## src/rtl/core/ptd_pkg.sv

```systemverilog
package ptd_pkg;

	localparam int MAX_TASKS_DEF  = 16;
	localparam int TICK_WIDTH_DEF = 16;

	localparam logic [2:0] FN_TICK   = 3'd0;
	localparam logic [2:0] FN_ADD    = 3'd1;
	localparam logic [2:0] FN_RESET  = 3'd2;
	localparam logic [2:0] FN_POLL   = 3'd3;
	localparam logic [2:0] FN_REMOVE = 3'd4;
	localparam logic [2:0] FN_SLEEP  = 3'd5;

	localparam logic [1:0] ST_OK        = 2'd0;
	localparam logic [1:0] ST_FULL      = 2'd1;
	localparam logic [1:0] ST_NONE_DUE  = 2'd2;
	localparam logic [1:0] ST_BAD_INDEX = 2'd3;

	typedef struct packed {
		logic [2:0]  func;
		logic [3:0]  task_index;
		logic [14:0] tick_count;
	} ptd_in_t;

	typedef struct packed {
		logic [1:0]  status;
		logic        dispatched;
		logic [3:0]  run_index;
		logic        woke_from_sleep;
		logic [4:0]  task_total;
		logic [31:0] elapsed_ticks;
	} ptd_out_t;

	typedef struct packed {
		logic load;
		logic init;
		logic apply;
		logic run;
	} ptd_ctl_t;

	typedef struct packed {
		logic [2:0] func;
		logic       idx_bad;
		logic       drained;
		logic       hit;
	} ptd_sts_t;

endpackage

```

## src/rtl/core/ptd_ctrl.sv

```systemverilog
module ptd_ctrl
	import ptd_pkg::*;
(
	input  logic     clk,
	input  logic     arst_n,
	input  logic     start,
	input  ptd_sts_t sts,
	output ptd_ctl_t ctl,
	output logic     busy,
	output logic     done
);

	typedef enum logic [1:0] {
		S_IDLE,
		S_DISPATCH,
		S_SWEEP
	} state_t;

	state_t state_q;
	logic   busy_q;
	logic   done_q;
	logic   sweep_op;

	always_comb begin
		sweep_op = (sts.func inside {FN_TICK, FN_POLL}) ||
			(sts.func == FN_REMOVE && !sts.idx_bad);
		ctl.load  = (state_q == S_IDLE) && start;
		ctl.init  = (state_q == S_DISPATCH) && sweep_op;
		ctl.apply = (state_q == S_DISPATCH) && !sweep_op;
		ctl.run   = (state_q == S_SWEEP);
	end

	always_ff @(posedge clk or negedge arst_n) begin
		if (!arst_n) begin
			state_q <= S_IDLE;
			busy_q  <= 1'b0;
			done_q  <= 1'b0;
		end else begin
			done_q <= 1'b0;
			case (state_q)
				S_IDLE: begin
					if (start) begin
						busy_q  <= 1'b1;
						state_q <= S_DISPATCH;
					end
				end
				S_DISPATCH: begin
					if (sweep_op) begin
						state_q <= S_SWEEP;
					end else begin
						busy_q  <= 1'b0;
						done_q  <= 1'b1;
						state_q <= S_IDLE;
					end
				end
				S_SWEEP: begin
					if (sts.hit || sts.drained) begin
						busy_q  <= 1'b0;
						done_q  <= 1'b1;
						state_q <= S_IDLE;
					end
				end
				default: begin
					busy_q  <= 1'b0;
					state_q <= S_IDLE;
				end
			endcase
		end
	end

	assign busy = busy_q;
	assign done = done_q;

endmodule

```

## src/rtl/core/ptd_dp.sv

```systemverilog
module ptd_dp
	import ptd_pkg::*;
#(
	parameter int MAX_TASKS  = MAX_TASKS_DEF,
	parameter int TICK_WIDTH = TICK_WIDTH_DEF
) (
	input  logic     clk,
	input  logic     arst_n,
	input  ptd_in_t  request,
	input  ptd_ctl_t ctl,
	output ptd_sts_t sts,
	output ptd_out_t result
);

	localparam int IW   = (MAX_TASKS > 1) ? $clog2(MAX_TASKS) : 1;
	localparam int CW   = $clog2(MAX_TASKS + 1);
	localparam int CMPW = CW + 4;
	localparam int DW   = (TICK_WIDTH > 15) ? TICK_WIDTH : 15;

	// task tables
	logic [14:0]           iv_mem [MAX_TASKS];
	logic [TICK_WIDTH-1:0] wt_mem [MAX_TASKS];
	logic [14:0]           sl_mem [MAX_TASKS];

	ptd_in_t               req_q;
	logic [CW-1:0]         total_q;
	logic [IW-1:0]         scan_q;
	logic [31:0]           ticks_q;
	logic [IW-1:0]         rd_q;
	logic [CW-1:0]         rem_q;
	logic                  v_s1;
	logic [IW-1:0]         addr_s1;
	logic [14:0]           iv_s1;
	logic [TICK_WIDTH-1:0] wt_s1;
	logic [14:0]           sl_s1;
	logic [1:0]            res_status_q;
	logic                  res_disp_q;
	logic [3:0]            res_index_q;
	logic                  res_woke_q;

	logic [CMPW-1:0]       idx_c;
	logic [CMPW-1:0]       total_c;
	logic                  idx_bad;
	logic                  full;
	logic                  due;
	logic                  hit;
	logic                  drained;
	logic                  rd_en;
	logic [IW-1:0]         rd_nxt;
	logic [IW-1:0]         scan_start;
	logic [IW-1:0]         scan_hit;
	logic [IW-1:0]         scan_dec;
	logic [CW-1:0]         tot_m1;

	logic                  iv_we;
	logic                  wt_we;
	logic                  sl_we;
	logic [IW-1:0]         wa;
	logic [14:0]           iv_wd;
	logic [TICK_WIDTH-1:0] wt_wd;
	logic [14:0]           sl_wd;

	always_comb begin
		idx_c      = CMPW'(req_q.task_index);
		total_c    = CMPW'(total_q);
		idx_bad    = idx_c >= total_c;
		full       = total_q == CW'(MAX_TASKS);
		due        = DW'(wt_s1) >= DW'(sl_s1) && DW'(wt_s1) >= DW'(iv_s1);
		hit        = v_s1 && req_q.func == FN_POLL && due;
		drained    = (rem_q == '0) && !v_s1;
		rd_en      = ctl.run && (rem_q != '0);
		rd_nxt     = ((CMPW'(rd_q) + CMPW'(1)) < total_c) ? rd_q + 1'b1 : '0;
		scan_start = (CMPW'(scan_q) < total_c) ? scan_q : '0;
		scan_hit   = ((CMPW'(addr_s1) + CMPW'(1)) < total_c) ? addr_s1 + 1'b1 : '0;
		scan_dec   = (CMPW'(scan_q) > idx_c) ? scan_q - 1'b1 : scan_q;
		tot_m1     = total_q - 1'b1;
	end

	assign sts.func    = req_q.func;
	assign sts.idx_bad = idx_bad;
	assign sts.drained = drained;
	assign sts.hit     = hit;

	always_comb begin
		iv_we = 1'b0;
		wt_we = 1'b0;
		sl_we = 1'b0;
		wa    = addr_s1;
		iv_wd = iv_s1;
		wt_wd = '0;
		sl_wd = '0;
		if (ctl.apply) begin
			case (req_q.func)
				FN_ADD: begin
					wa    = IW'(total_q);
					iv_wd = req_q.tick_count;
					iv_we = !full;
					wt_we = !full;
					sl_we = !full;
				end
				FN_RESET: begin
					wa    = IW'(req_q.task_index);
					wt_we = !idx_bad;
				end
				FN_SLEEP: begin
					wa    = IW'(req_q.task_index);
					sl_wd = req_q.tick_count;
					wt_we = !idx_bad;
					sl_we = !idx_bad;
				end
				default: ;
			endcase
		end else if (ctl.run && v_s1) begin
			case (req_q.func)
				FN_TICK: begin
					wt_wd = (wt_s1 == '1) ? wt_s1 : wt_s1 + 1'b1;
					wt_we = 1'b1;
				end
				FN_POLL: begin
					wt_we = due;
					sl_we = due;
				end
				FN_REMOVE: begin
					wa    = addr_s1 - 1'b1;
					wt_wd = wt_s1;
					sl_wd = sl_s1;
					iv_we = 1'b1;
					wt_we = 1'b1;
					sl_we = 1'b1;
				end
				default: ;
			endcase
		end
	end

	always_ff @(posedge clk) begin
		if (iv_we) iv_mem[wa] <= iv_wd;
		if (rd_en) iv_s1 <= iv_mem[rd_q];
	end

	always_ff @(posedge clk) begin
		if (wt_we) wt_mem[wa] <= wt_wd;
		if (rd_en) wt_s1 <= wt_mem[rd_q];
	end

	always_ff @(posedge clk) begin
		if (sl_we) sl_mem[wa] <= sl_wd;
		if (rd_en) sl_s1 <= sl_mem[rd_q];
	end

	always_ff @(posedge clk) begin
		if (ctl.load) req_q <= request;
	end

	always_ff @(posedge clk or negedge arst_n) begin
		if (!arst_n) begin
			total_q      <= '0;
			scan_q       <= '0;
			ticks_q      <= '0;
			rd_q         <= '0;
			rem_q        <= '0;
			v_s1         <= 1'b0;
			addr_s1      <= '0;
			res_status_q <= ST_OK;
			res_disp_q   <= 1'b0;
			res_index_q  <= '0;
			res_woke_q   <= 1'b0;
		end else begin
			if (ctl.init) begin
				v_s1 <= 1'b0;
				case (req_q.func)
					FN_TICK: begin
						rd_q  <= '0;
						rem_q <= total_q;
					end
					FN_POLL: begin
						rd_q  <= scan_start;
						rem_q <= total_q;
					end
					FN_REMOVE: begin
						rd_q  <= IW'(req_q.task_index) + 1'b1;
						rem_q <= CW'(total_c - idx_c - CMPW'(1));
					end
					default: rem_q <= '0;
				endcase
			end

			if (ctl.run) begin
				v_s1 <= rd_en;
				if (rd_en) begin
					addr_s1 <= rd_q;
					rd_q    <= rd_nxt;
					rem_q   <= rem_q - 1'b1;
				end
				if (hit) begin
					scan_q       <= scan_hit;
					res_status_q <= ST_OK;
					res_disp_q   <= 1'b1;
					res_index_q  <= 4'(addr_s1);
					res_woke_q   <= sl_s1 != '0;
				end else if (drained) begin
					res_disp_q  <= 1'b0;
					res_index_q <= '0;
					res_woke_q  <= 1'b0;
					case (req_q.func)
						FN_TICK: begin
							ticks_q      <= ticks_q + 1'b1;
							res_status_q <= ST_OK;
						end
						FN_POLL: res_status_q <= ST_NONE_DUE;
						FN_REMOVE: begin
							total_q      <= tot_m1;
							scan_q       <= (CMPW'(scan_dec) >= CMPW'(tot_m1)) ? '0 : scan_dec;
							res_status_q <= ST_OK;
						end
						default: res_status_q <= ST_OK;
					endcase
				end
			end

			if (ctl.apply) begin
				res_disp_q  <= 1'b0;
				res_index_q <= '0;
				res_woke_q  <= 1'b0;
				case (req_q.func)
					FN_ADD: begin
						if (full) begin
							res_status_q <= ST_FULL;
						end else begin
							total_q      <= total_q + 1'b1;
							res_index_q  <= 4'(total_q);
							res_status_q <= ST_OK;
						end
					end
					FN_RESET, FN_REMOVE, FN_SLEEP: begin
						res_status_q <= idx_bad ? ST_BAD_INDEX : ST_OK;
					end
					default: res_status_q <= ST_OK;
				endcase
			end
		end
	end

	always_comb begin
		result.status          = res_status_q;
		result.dispatched      = res_disp_q;
		result.run_index       = res_index_q;
		result.woke_from_sleep = res_woke_q;
		result.task_total      = 5'(total_q);
		result.elapsed_ticks   = ticks_q;
	end

endmodule

```

## src/rtl/core/periodic_task_dispatcher_top.sv

```systemverilog
// channel   | handshake          | payload
// ----------+--------------------+-------------------------------
// request   | start, busy        | request (func, task_index, tick_count)
// result    | done (one cycle)   | result (status ... elapsed_ticks)
//
// add, reset timer, sleep, unused codes and bad-index requests: applied without a sweep
// tick: sweeps every task; poll: sweeps from the scan position until a due task
// remove: sweeps the tasks after the index, moving each down one slot
// the sweeps walk the task table through its single read and single write port
// arst_n clears counts and scan position; the tables need no clearing pass
// start is ignored while busy; the receiver cannot stall, done lasts one cycle
module periodic_task_dispatcher_top
	import ptd_pkg::*;
#(
	parameter int MAX_TASKS  = MAX_TASKS_DEF,
	parameter int TICK_WIDTH = TICK_WIDTH_DEF
) (
	input  logic     clk,
	input  logic     arst_n,
	input  logic     start,
	output logic     busy,
	input  ptd_in_t  request,
	output logic     done,
	output ptd_out_t result
);

	ptd_ctl_t ctl;
	ptd_sts_t sts;

	ptd_ctrl u_ctrl (
		.clk    (clk),
		.arst_n (arst_n),
		.start  (start),
		.sts    (sts),
		.ctl    (ctl),
		.busy   (busy),
		.done   (done)
	);

	ptd_dp #(
		.MAX_TASKS  (MAX_TASKS),
		.TICK_WIDTH (TICK_WIDTH)
	) u_dp (
		.clk     (clk),
		.arst_n  (arst_n),
		.request (request),
		.ctl     (ctl),
		.sts     (sts),
		.result  (result)
	);

	a_accept_busy: assert property (@(posedge clk) disable iff (!arst_n)
		start && !busy |=> busy)
		else $error("request accepted without going busy");

	a_done_idle: assert property (@(posedge clk) disable iff (!arst_n)
		done |-> !busy)
		else $error("result strobe while still busy");

	a_done_pulse: assert property (@(posedge clk) disable iff (!arst_n)
		done |=> !done)
		else $error("result strobe longer than one cycle");

	a_disp_ok: assert property (@(posedge clk) disable iff (!arst_n)
		done && result.dispatched |-> result.status == ST_OK)
		else $error("dispatch reported with error status");

endmodule

```

## config.mk

```make
export PLATFORM = sky130hd
export DESIGN_NAME = periodic_task_dispatcher_top
export DESIGN_NICKNAME = d
export VERILOG_FILES = /design/src/rtl/core/ptd_pkg.sv /design/src/rtl/core/ptd_ctrl.sv /design/src/rtl/core/ptd_dp.sv /design/src/rtl/core/periodic_task_dispatcher_top.sv
export SDC_FILE = /design/constraint.sdc
export NUM_CORES = 1
export LEC_CHECK = 0
export BUFFER_PORTS_ARGS = -buffer_cell sky130_fd_sc_hd__buf_2
export CORE_ASPECT_RATIO = 0.9
export CORE_MARGIN = 2
export CORE_UTILIZATION = 55
export DETAILED_ROUTE_END_ITERATION = 7
export PLACE_DENSITY = 0.76
export SLEW_MARGIN = 0
export SYNTH_ARGS = -nofsm -noshare
export SYNTH_HDL_FRONTEND = slang
export SYNTH_SLANG_ARGS = --single-unit
```

## constraint.sdc

```tcl
create_clock -name clk -period 4.9 [get_ports clk]
set_input_delay 0.98 -clock clk [delete_from_list [all_inputs] [get_ports clk]]
set_output_delay 0.98 -clock clk [all_outputs]
set_load 0.02 [all_outputs]
```

# ---- Word level (Yosys, flattened, before mapping)
# Memory sizes are Yosys's and may differ from the RTL's. A register that Yosys moved wholly into a read port is not among the register bits.
# Cells that the tools add are included.
dict set report totals {
  rom_bits 0
  ram_bits 736
  output_inout_bits 47
  input_bits 25
  word_cells 181
  regBits 89
  latch_bits 0
  mem_count 3
}
dict set report classes {
  n_div 0
  n_reduce_logical 37
  bitwise 1
  n_lt_le_gt_ge 8
  addsub 14
  n_eq_ne 12
  mul 0
  n_mux 89
  shifts 0
}
# name words width read_ports rd_clocked_by_memory_dff wr line
set memory_table {}
lappend memory_table {u_dp.wt_mem 16 16 1 1 1 ptd_dp.sv:22} ;# logic [TICK_WIDTH-1:0] wt_mem [MAX_TASKS];
lappend memory_table {u_dp.iv_mem 16 15 1 1 1 ptd_dp.sv:21} ;# logic [14:0] iv_mem [MAX_TASKS];
lappend memory_table {u_dp.sl_mem 16 15 1 1 1 ptd_dp.sv:23} ;# logic [14:0] sl_mem [MAX_TASKS];
# operator n
set op_table {}
lappend op_table {{$mux 15} 6}
lappend op_table {{$mux 4} 20}
lappend op_table {{$mux 5} 10}
lappend op_table {{$mux 16} 3}
lappend op_table {{$add 32x1->32 const B} 1}
lappend op_table {{$ge 16x15->1} 2}
lappend op_table {{$pmux 16 s2} 1}
lappend op_table {{$mux 1} 29}
lappend op_table {{$lt 9x5->1} 2}
lappend op_table {{$mux 2} 9}
lappend op_table {{$add 16x1->16 const B} 1}
lappend op_table {{$eq 16x16->1 const B} 1}
lappend op_table {{$reduce_bool 15->1} 1}
lappend op_table {{$sub 5x1->5 const B} 3}
lappend op_table {{$add 4x1->4 const B} 3}
lappend op_table {{$pmux 4 s3} 1}
lappend op_table {{$add 4x1->5 const B} 2}
lappend op_table {{$ge 4x5->1} 2}
lappend op_table {{$logic_and 1x1->1} 10}
lappend op_table {{$pmux 1 s2} 5}
lappend op_table {{$pmux 5 s2} 1}
lappend op_table {{$reduce_bool 2->1} 5}
lappend op_table {{$pmux 4 s2} 1}
lappend op_table {{$sub 4x1->4 const B} 2}
lappend op_table {{other kinds (27)} 40}

# ---- Depth between registers and ports, before layout
# Gate-level depths: netlist (run 1).
dict set report depth {
  word_depth 9
  ltp_mapped 15
  ltp_nobuf 15
}

# ---- Modules after synthesis
# Synthesis (run 1) repeated with hierarchy kept, for this count alone.
dict set report unflattened {
  hier_cells 2272
  area_unflattened_um2 36683.9
}
# mod cells_per_inst instances seq_area_each_um2 area_per_inst_um2
set modules_own_cells {}
lappend modules_own_cells {ptd_dp 2242 1 25719.7 36383.6}
lappend modules_own_cells {ptd_ctrl 30 1 100.1 300.3}

# ---- Worst setup path before layout (run 1)
# No wires, ideal clock.
dict set report synth_path {
  path_type {reg2reg}
  startpoint {register u_dp.total_q[2]}
  endpoint {memory u_dp.sl_mem[7][0] (enable)}
  t_arrival_ns 3.761
  period_less_slack_ns 4.167
  path_slack_ns 0.733
  required_ns 4.494
  stages_incl_launch_ff 12
  n_path_buf 3
  setup_time_ns 0.406
  path_cell_list {dfrtp_1 > clkbuf_1 > inv_1 > ha_1 > a2111o_1 > and3b_1 > buf_6 > or2_1 > buf_6 > o31ai_2 > nand2_1 > nor3_1}
}
dict set report synth_via {
  elab_chain_len 9
  elab_cells_between_ends 14
  cone_classes {1 x order compare; 1 x eq/ne; 6 x mux; 6 x reduce/logical}
}
# element line
set synth_lines {}
lappend synth_lines {{from (decl)} ptd_dp.sv:26} ;# logic [CW-1:0] total_q;
lappend synth_lines {{from (signal assigned)} ptd_dp.sv:212} ;# total_q <= tot_m1;
lappend synth_lines {{from (signal assigned)} ptd_dp.sv:230} ;# total_q <= total_q + 1'b1;
lappend synth_lines {{$ge 4x5->1} ptd_dp.sv:66} ;# idx_bad = idx_c >= total_c;
lappend synth_lines {{$logic_not 1->1} {ptd_ctrl.sv:26, ptd_dp.sv:109}}
lappend synth_lines {{$logic_and 1x1->1} ptd_ctrl.sv:26} ;# (sts.func == FN_REMOVE && !sts.idx_bad);
lappend synth_lines {{$logic_or 1x1->1} ptd_ctrl.sv:25} ;# sweep_op = (sts.func inside {FN_TICK, FN_POLL}) ||
lappend synth_lines {{$logic_not 1->1} ptd_ctrl.sv:29} ;# ctl.apply = (state_q == S_DISPATCH) && !sweep_op;
lappend synth_lines {{$logic_and 1x1->1} ptd_ctrl.sv:29}
lappend synth_lines {{$mux 1} ptd_dp.sv:92} ;# if (ctl.apply) begin
lappend synth_lines {{$mux 1} ptd_dp.sv:147} ;# if (sl_we) sl_mem[wa] <= sl_wd;
lappend synth_lines {{$mux 1 (implied by the code)} ptd_dp.sv:147}
lappend synth_lines {{to (decl)} ptd_dp.sv:23}
# Parallel ways exist; a longest one is shown, timed or not.

# ---- Worst setup path in the final report (run 1)
dict set report layout_path {
  startpoint {register u_dp.total_q[1]}
  endpoint {memory u_dp.wt_mem[10][6] (netlist name), data pin}
}
dict set report layout_via {
  elab_chain_len 7
}
# element line
set layout_lines {}
lappend layout_lines {{$ge 4x5->1} ptd_dp.sv:66}
lappend layout_lines {{$logic_not 1->1} ptd_ctrl.sv:26}
lappend layout_lines {{$logic_and 1x1->1} ptd_ctrl.sv:26}
lappend layout_lines {{$logic_or 1x1->1} ptd_ctrl.sv:25}
lappend layout_lines {{$logic_not 1->1} ptd_ctrl.sv:29}
lappend layout_lines {{$logic_and 1x1->1} ptd_ctrl.sv:29}
lappend layout_lines {{$mux 16} ptd_dp.sv:92}
lappend layout_lines {{net u_dp.wt_wd[6]} ptd_dp.sv:60} ;# logic [TICK_WIDTH-1:0] wt_wd;
lappend layout_lines {{to (decl)} ptd_dp.sv:22}
# The timed path passes the listed nets, and every way through them passes these cells.

==> results of run 1 <==
routing by layer:
metal | up-vias | track usage (%) | routed length [um]
met5 | - | 0 | 46
met4 | 2 | 8.37 | 2910
met3 | 192 | 6.95 | 10800
met2 | 1313 | 42.1 | 43400
met1 | 11001 | 38.4 | 36600
li1 | 9233 | - | -
power breakdown:
| part | leakage (nW) | switching, W | internal (W) |
|---|---|---|---|
| registers | 8.64 | 0.000752 | 0.00901 |
| clock network | 1.32 | 0.00274 | 0.00370 |
| logic | 4.96 | 0.00426 | 0.00251 |
how the worst max path moves through the flow:
stage,slack (ns),endpoint
6_report,0.64,u_dp.wt_mem[10][6]$_DFFE_PP_
5_1_grt,0.41,u_dp.wt_mem[10][6]$_DFFE_PP_
4_1_cts,0.70,u_dp.wt_mem[10][6]$_DFFE_PP_
3_5_place_dp,0.72,u_dp.wt_mem[15][6]$_DFFE_PP_
3_3_place_gp,0.96,u_dp.sl_mem[6][11]$_DFFE_PP_
2_1_floorplan,0.73,u_dp.sl_mem[7][0]$_DFFE_PP_
cells in the final DEF, fill, tap and decap left out, types with 8 or more instances in the layout:
master,Yosys,layout
clkbuf_1,70,12
clkinv_2,0,13
nor3_1,19,16
edfxtp_1,804,804
nand4_1,15,15
mux4_2,92,92
a22o_1,8,8
o211ai_1,11,11
bufinv_16,0,9
a221oi_1,47,47
buf_4,3,104
clkinv_1,0,10
mux2i_1,144,144
and3_1,18,18
xnor2_1,45,45
nand2_1,147,147
ha_1,69,69
nor2_1,90,74
inv_1,57,56
a21o_1,9,9
nand3_1,21,21
o21ai_1,1,8
a22oi_1,48,48
dfrtp_1,67,63
buf_2,14,71
nor2_2,3,19
mux2_2,51,51
o21ai_0,152,142
xor2_1,20,20
nor2b_1,10,9
a21oi_1,86,86
clkinvlp_4,0,8
clkbuf_16,0,86
cells by family after synthesis:
family | share of synthesized area, %
and+or+nand+nor | 4.77
AOI/OAI and AO/OA | 7.74
muxes | 11.2
DFF | 70.5
xor gates and xnor gates | 1.55
buffers and inverters | 1.90
adders and majority gates | 2.41
final cells by class:
| type | count | area, um2 |
|---|---|---|
| clock buffer | 98 | 2200 |
| clock inverter | 47 | 542 |
| fill | 4544 | 24400 |
| inverter | 57 | 214 |
| multi-input combinational | 1223 | 10200 |
| sequential | 871 | 25800 |
| tap | 864 | 1080 |
| timing repair buffer | 180 | 1240 |
state kept, by name, summed over array words and instances (netlist names), 2 cells and up:
signal             cells
u_dp.wt_mem          256
u_dp.iv_mem          240
u_dp.sl_mem          240
u_dp.ticks_q          32
u_dp.wt_s1            16
u_dp.iv_s1            15
u_dp.req_q            15
u_dp.sl_s1            15
u_dp.rem_q             5
u_dp.total_q           5
u_dp.addr_s1           4
u_dp.idx_c             4
u_dp.rd_q              4
u_dp.res_index_q       4
u_dp.scan_q            4
u_dp.sts               3
u_ctrl.state_q         2
u_dp.res_status_q      2
per-stage QoR:
step / hold slack, ns / utilization (%) / worst slack [ns] / instances / power (W)
floorplan: 0.451 / - / 0.733 / 2266 / 0.0139
global placement: 0.456 / 58.7 / 0.959 / 3195 / 0.0163
detailed placement: 0.469 / 58.7 / 0.718 / 3195 / 0.0165
CTS: 0.485 / 62.9 / 0.704 / 3340 / 0.0229
global route: 0.491 / 62.9 / 0.414 / 3340 / 0.0238
finish: 0.493 / 62.9 / 0.637 / 3340 / 0.0230
critical path, cell delays in order, from the launching register on:
cell      delay, ns
dfrtp_1        0.55
inv_1          0.22
ha_1           0.35
a2111o_1       0.46
and3b_1        0.33
or2_1          0.55
nor2_1         0.37
nor2_1         0.09
buf_4          0.21
nor2_1         0.78
==> impl_metrics.tcl, run 1 <==
set metrics [dict create \
    outcome "finished, violations left" \
    violations "design-rule violations" \
    hold_violations 0 \
    cts_tree "yes" \
    syn_area_um2 36600 \
    antenna_cells 0 \
    power.density_nw_per_um2 556 \
    grt_usage_pct 27.2 \
    reg2regPathDepth 9 \
    wirelength_um 93800 \
    ys_ff_latch 871 \
    grt_pass1_wl_um 138000 \
    clockBufferDepth 3 \
    htreeDepth 3 \
    fin_nets 2512 \
    hpwl_um 59000 \
    reg2reg_from "u_dp.total_q[1]$_DFF_PN0_" \
    drtIter0Drc 2984 \
    ioPinCount 72 \
    io_buffers 71 \
    ys_warn_count 0 \
    ant_nets 0 \
    fin_crit_ns 4.26 \
    endpoint_kind "register" \
    start_kind "register" \
    synth.distinct_cells 80 \
    worstSetupStartpoint "u_dp.total_q[1]$_DFF_PN0_" \
    rsz0062_at_grt "false" \
    root_buffer "clkbuf_16" \
    crit_path_max_fanout 16 \
    setup-violations-final 0 \
    worst_pin_slew_ns 1.42 \
    via_count 21741 \
    num_rows 89 \
    grt_max_degree 84 \
    drv_cap 0 \
    finalCritPeriodShare_pct 87.0 \
    path_class "register to register" \
    coreArea_um2 65700 \
    ys_seq_area_share_pct 70.5 \
    regToRegSetupSlack_ns 0.64 \
    cts_hold_buffers 0 \
    die_x_um 276 \
    rr_endpoint "u_dp.wt_mem[10][6]$_DFFE_PP_" \
    cp.required_ns 5.18 \
    die_h_um 249 \
    synth_top_cell_by_area "edfxtp_1" \
    ctsResizeCount 0 \
    syn_inst 2266 \
    ys_async_sr_fraction_pct 7.69 \
    gr-total-overflow 0 \
    clock_latency_ns 0.65 \
    stdcell_area_um2 41300 \
    synth.area.top_cells "edfxtp_1 66%, mux4_2 5.7%, dfrtp_1 4.6%" \
    synth_top_area_share_pct 65.9 \
    postPlaceCellArea_um2 38600 \
    irDropWorstVdd_v 0.000403 \
    max_freq_mhz 235 \
    gp_congestion 1.00 \
    synth_flop_cell "edfxtp_1" \
    fin_setup_tns_ns 0 \
    syn_nets 2361 \
    syn_to_final_growth_pct 12.7 \
    slew_viol_final 0 \
    yosys-top-cells-count "804 x edfxtp_1, 152 x o21ai_0, 147 x nand2_1, 144 x mux2i_1, 92 x mux4_2" \
    start_util_pct 55.8 \
    grt_pass1_vias 21170 \
    avgSynthCellArea_um2 16.2 \
    hp-class "primary input to async pin" \
    p_leak_nw 14.9 \
    antenna_found_initial 1 \
    yosys.cell_count.top_type "edfxtp_1" \
    avgRoutedWirePerCell_um 28.1 \
    clock_skew_ns 0.0347 \
    clkSinkCount 871 \
    drcViolationCount 15 \
    synth_edf_count 804 \
    viasPerCell 6.51 \
    cts_buffers 84 \
    cp.arrival_ns 4.55 \
    path_clk_slew_ns 0.06 \
    drtPass1Iterations 8 \
    die_area_um2 68700 \
    post_cts_buffers 0 \
    drive_gt1_share_pct 20.3 \
    maxSlewHeadroom_pct 4.76 \
]
Note: power is estimated with default switching activity, not from simulation.
==> run 2, diff against run 1 <==
- ABC_AREA: not set -> 1
==> run 2 against run 1 <==
  * The run now ends clean
  * First-iteration DRC count rose by 6.5%
  * Wire length up 4.5%
  * Critical path depth up 3
  * Power rose by 3.0%
  * Design area down 0.15%
  * Sequential power decreased by 0.9%
  * Non-clock buffer count decreased by 6
  * Synthesized cell count up 36%
  * Critical path type unchanged
  * Highest routed layer unchanged
==> impl_metrics.tcl, run 2 <==
set metrics [dict create \
    io_buffers 71 \
    outcome "complete, no violations" \
    rsz0062_at_grt "false" \
    worstSetupStartpoint "u_dp.total_q[2]$_DFF_PN0_" \
    reg2reg_from "u_dp.total_q[2]$_DFF_PN0_" \
    start_kind "register" \
    yosys.cell_count.top_type "edfxtp_1" \
    endpoint_kind "register" \
    grt_usage_pct 28.3 \
    hold_violations 0 \
    via_count 25492 \
    slew_viol_final 0 \
    hp-class "primary input to async pin" \
    post_cts_buffers 0 \
    largest-register "u_dp.wt_mem" \
    grt_max_degree 166 \
    clockBufferDepth 3 \
    reg2regPathDepth 12 \
    ys_warn_count 0 \
    clock_skew_ns 0.0315 \
    viasPerCell 6.19 \
    synth_flop_cell "edfxtp_1" \
    final_cells 4118 \
    gr-total-overflow 0 \
    multi_input_area_um2 9810 \
    root_buffer "clkbuf_16" \
    max_freq_mhz 230 \
    drive_gt1_share_pct 11.2 \
    fillerInstances 4930 \
    irDropWorstVdd_v 0.000425 \
    cts_hold_buffers 0 \
    cp.required_ns 5.16 \
    drv_cap 0 \
    regToRegSetupSlack_ns 0.56 \
    seqCellArea_um2 25800 \
    synth.distinct_cells 50 \
    largest_register_ffs 256 \
    num_rows 89 \
    syn_area_um2 36800 \
    rr_endpoint "u_dp.iv_mem[7][13]$_DFFE_PP_" \
    path_clk_slew_ns 0.07 \
    fin_crit_ns 4.34 \
    fin_nets 3283 \
    ant_nets 0 \
    most-common-layout-cells "804 x edfxtp_1, 577 x nand2_1, 316 x o21ai_0, 286 x nor2_1, 160 x a21oi_1" \
    power.density_nw_per_um2 573 \
    yosys-top-cells-count "804 x edfxtp_1, 579 x nand2_1, 316 x o21ai_0, 310 x nor2_1, 160 x a21oi_1" \
    clock_latency_ns 0.65 \
    avgSynthCellArea_um2 11.9 \
    syn_nets 3184 \
    syn_inst 3089 \
    htreeDepth 3 \
    path_common_cell "nand2_1" \
    crit_path_cell_trace "inv_1 > ha_1 > nand2_1 > inv_1 > nand4_1 > nand4_4 > nand3_2 > nand2_1 > nand2_1 > nor2_2 > nand2_1 > nor2_1" \
    avgRoutedWirePerCell_um 23.8 \
    antenna_found_initial 2 \
    die_area_um2 69100 \
    start_util_pct 55.9 \
    top_regs "u_dp.wt_mem: 256 flops, u_dp.iv_mem: 240 flops, u_dp.sl_mem: 240 flops" \
    cp_slowest_stage_delay_ns 1.00 \
    worst_pin_slew_ns 1.39 \
    drtIter0Drc 3177 \
    ioPinCount 72 \
    ctsResizeCount 0 \
    setup-violations-final 0 \
    layout_commonest_cell "edfxtp_1" \
    cp.arrival_ns 4.60 \
    gp_congestion 0.995 \
    crit_path_max_fanout 20 \
    fin_setup_tns_ns 0 \
    finalCritPeriodShare_pct 88.6 \
    grt_pass1_vias 24556 \
    ys_ff_latch 871 \
    die_h_um 250 \
    syn_to_final_growth_pct 12.0 \
    synth_top_cell_by_area "edfxtp_1" \
    clkSinkCount 871 \
    cts_tree "yes" \
    path_class "register to register" \
    wirelength_um 98000 \
    coreArea_um2 65900 \
    synth.area.top_cells "edfxtp_1 66%, nand2_1 5.9%, dfrtp_1 4.6%" \
    p_leak_nw 15.4 \
    drtPass1Iterations 6 \
    synth_edf_count 804 \
    die_x_um 277 \
    ys_async_sr_fraction_pct 7.69 \
    drcViolationCount 0 \
    maxSlewHeadroom_pct 7.00 \
    ys_seq_area_share_pct 70.1 \
    slowest_stage "nor2_1" \
    dp.cells 3967 \
    hpwl_um 63400 \
    antenna_cells 0 \
    cts_buffers 83 \
    synth_top_area_share_pct 65.5 \
    grt_pass1_wl_um 148000 \
]
-- run 2: critical path: cells and delay by family, from the launching register on --
family | cells | cell delay (ns)
AND/OR/NAND/NOR | 9 | 2.66
flip-flops | 1 | 0.54
adder cells (fa/ha/maj) | 1 | 0.43
buffers and inverters | 2 | 0.32
-- run 2: per-layer routing --
| metal | up-vias | wire length [um] | GRT usage, % |
|---|---|---|---|
| met5 | - | 12 | 0 |
| li1 | 11379 | - | - |
| met2 | 1628 | 44300 | 43.3 |
| met4 | 2 | 4070 | 11.7 |
| met1 | 12243 | 38200 | 39.9 |
| met3 | 240 | 11400 | 5.77 |
-- run 2: how the worst max path moves through the flow --
stage                                   end  slack (ns)
6_report       u_dp.iv_mem[7][13]$_DFFE_PP_        0.56
5_1_grt        u_dp.iv_mem[7][13]$_DFFE_PP_        0.17
4_1_cts        u_dp.iv_mem[7][13]$_DFFE_PP_        0.59
3_5_place_dp    u_dp.iv_mem[7][6]$_DFFE_PP_        0.60
3_3_place_gp    u_dp.iv_mem[7][6]$_DFFE_PP_        0.76
2_1_floorplan  u_dp.wt_mem[13][0]$_DFFE_PP_        1.37
-- run 2: through the flow --
step           utilization, %  cell area (um2)  hold slack, ns  worst slack, ns  total power, W
3_5_place_dp             58.4            38500           0.457            0.598          0.0171
6_report                 62.6            41200           0.416            0.560          0.0236
4_1_cts                  62.6            41200           0.415            0.588          0.0235
3_3_place_gp             58.4            38500           0.461            0.765          0.0169
2_1_floorplan               -            36800           0.443             1.37          0.0142
5_1_grt                  62.6            41200           0.444            0.168          0.0247
-- run 2: logic make-up after synthesis --
| family | count (synthesis) | share of synthesized area (%) |
|---|---|---|
| flops | 871 | 70.1 |
| xor+xnor | 49 | 1.17 |
| compound gates | 673 | 10.5 |
| simple gates | 1101 | 12.4 |
| fa+ha+maj | 70 | 2.40 |
| buf+inv | 325 | 3.44 |
-- run 2: area by class of cell --
class                      count  share of cell area (%)
clock buffer                 102                    5.31
clock inverter                49                    1.32
inverter                     165                    1.53
multi-input combinational   1893                    23.8
sequential                   871                    62.6
tap                          864                    2.62
timing repair buffer         174                    2.80
-- run 2: report_power, final --
part	total, W	leakage, nW	internal (W)	switching [W]
registers	0.00968	8.24	0.00919	0.000485
logic	0.00752	5.85	0.00196	0.00556
clock network	0.00645	1.33	0.00368	0.00277
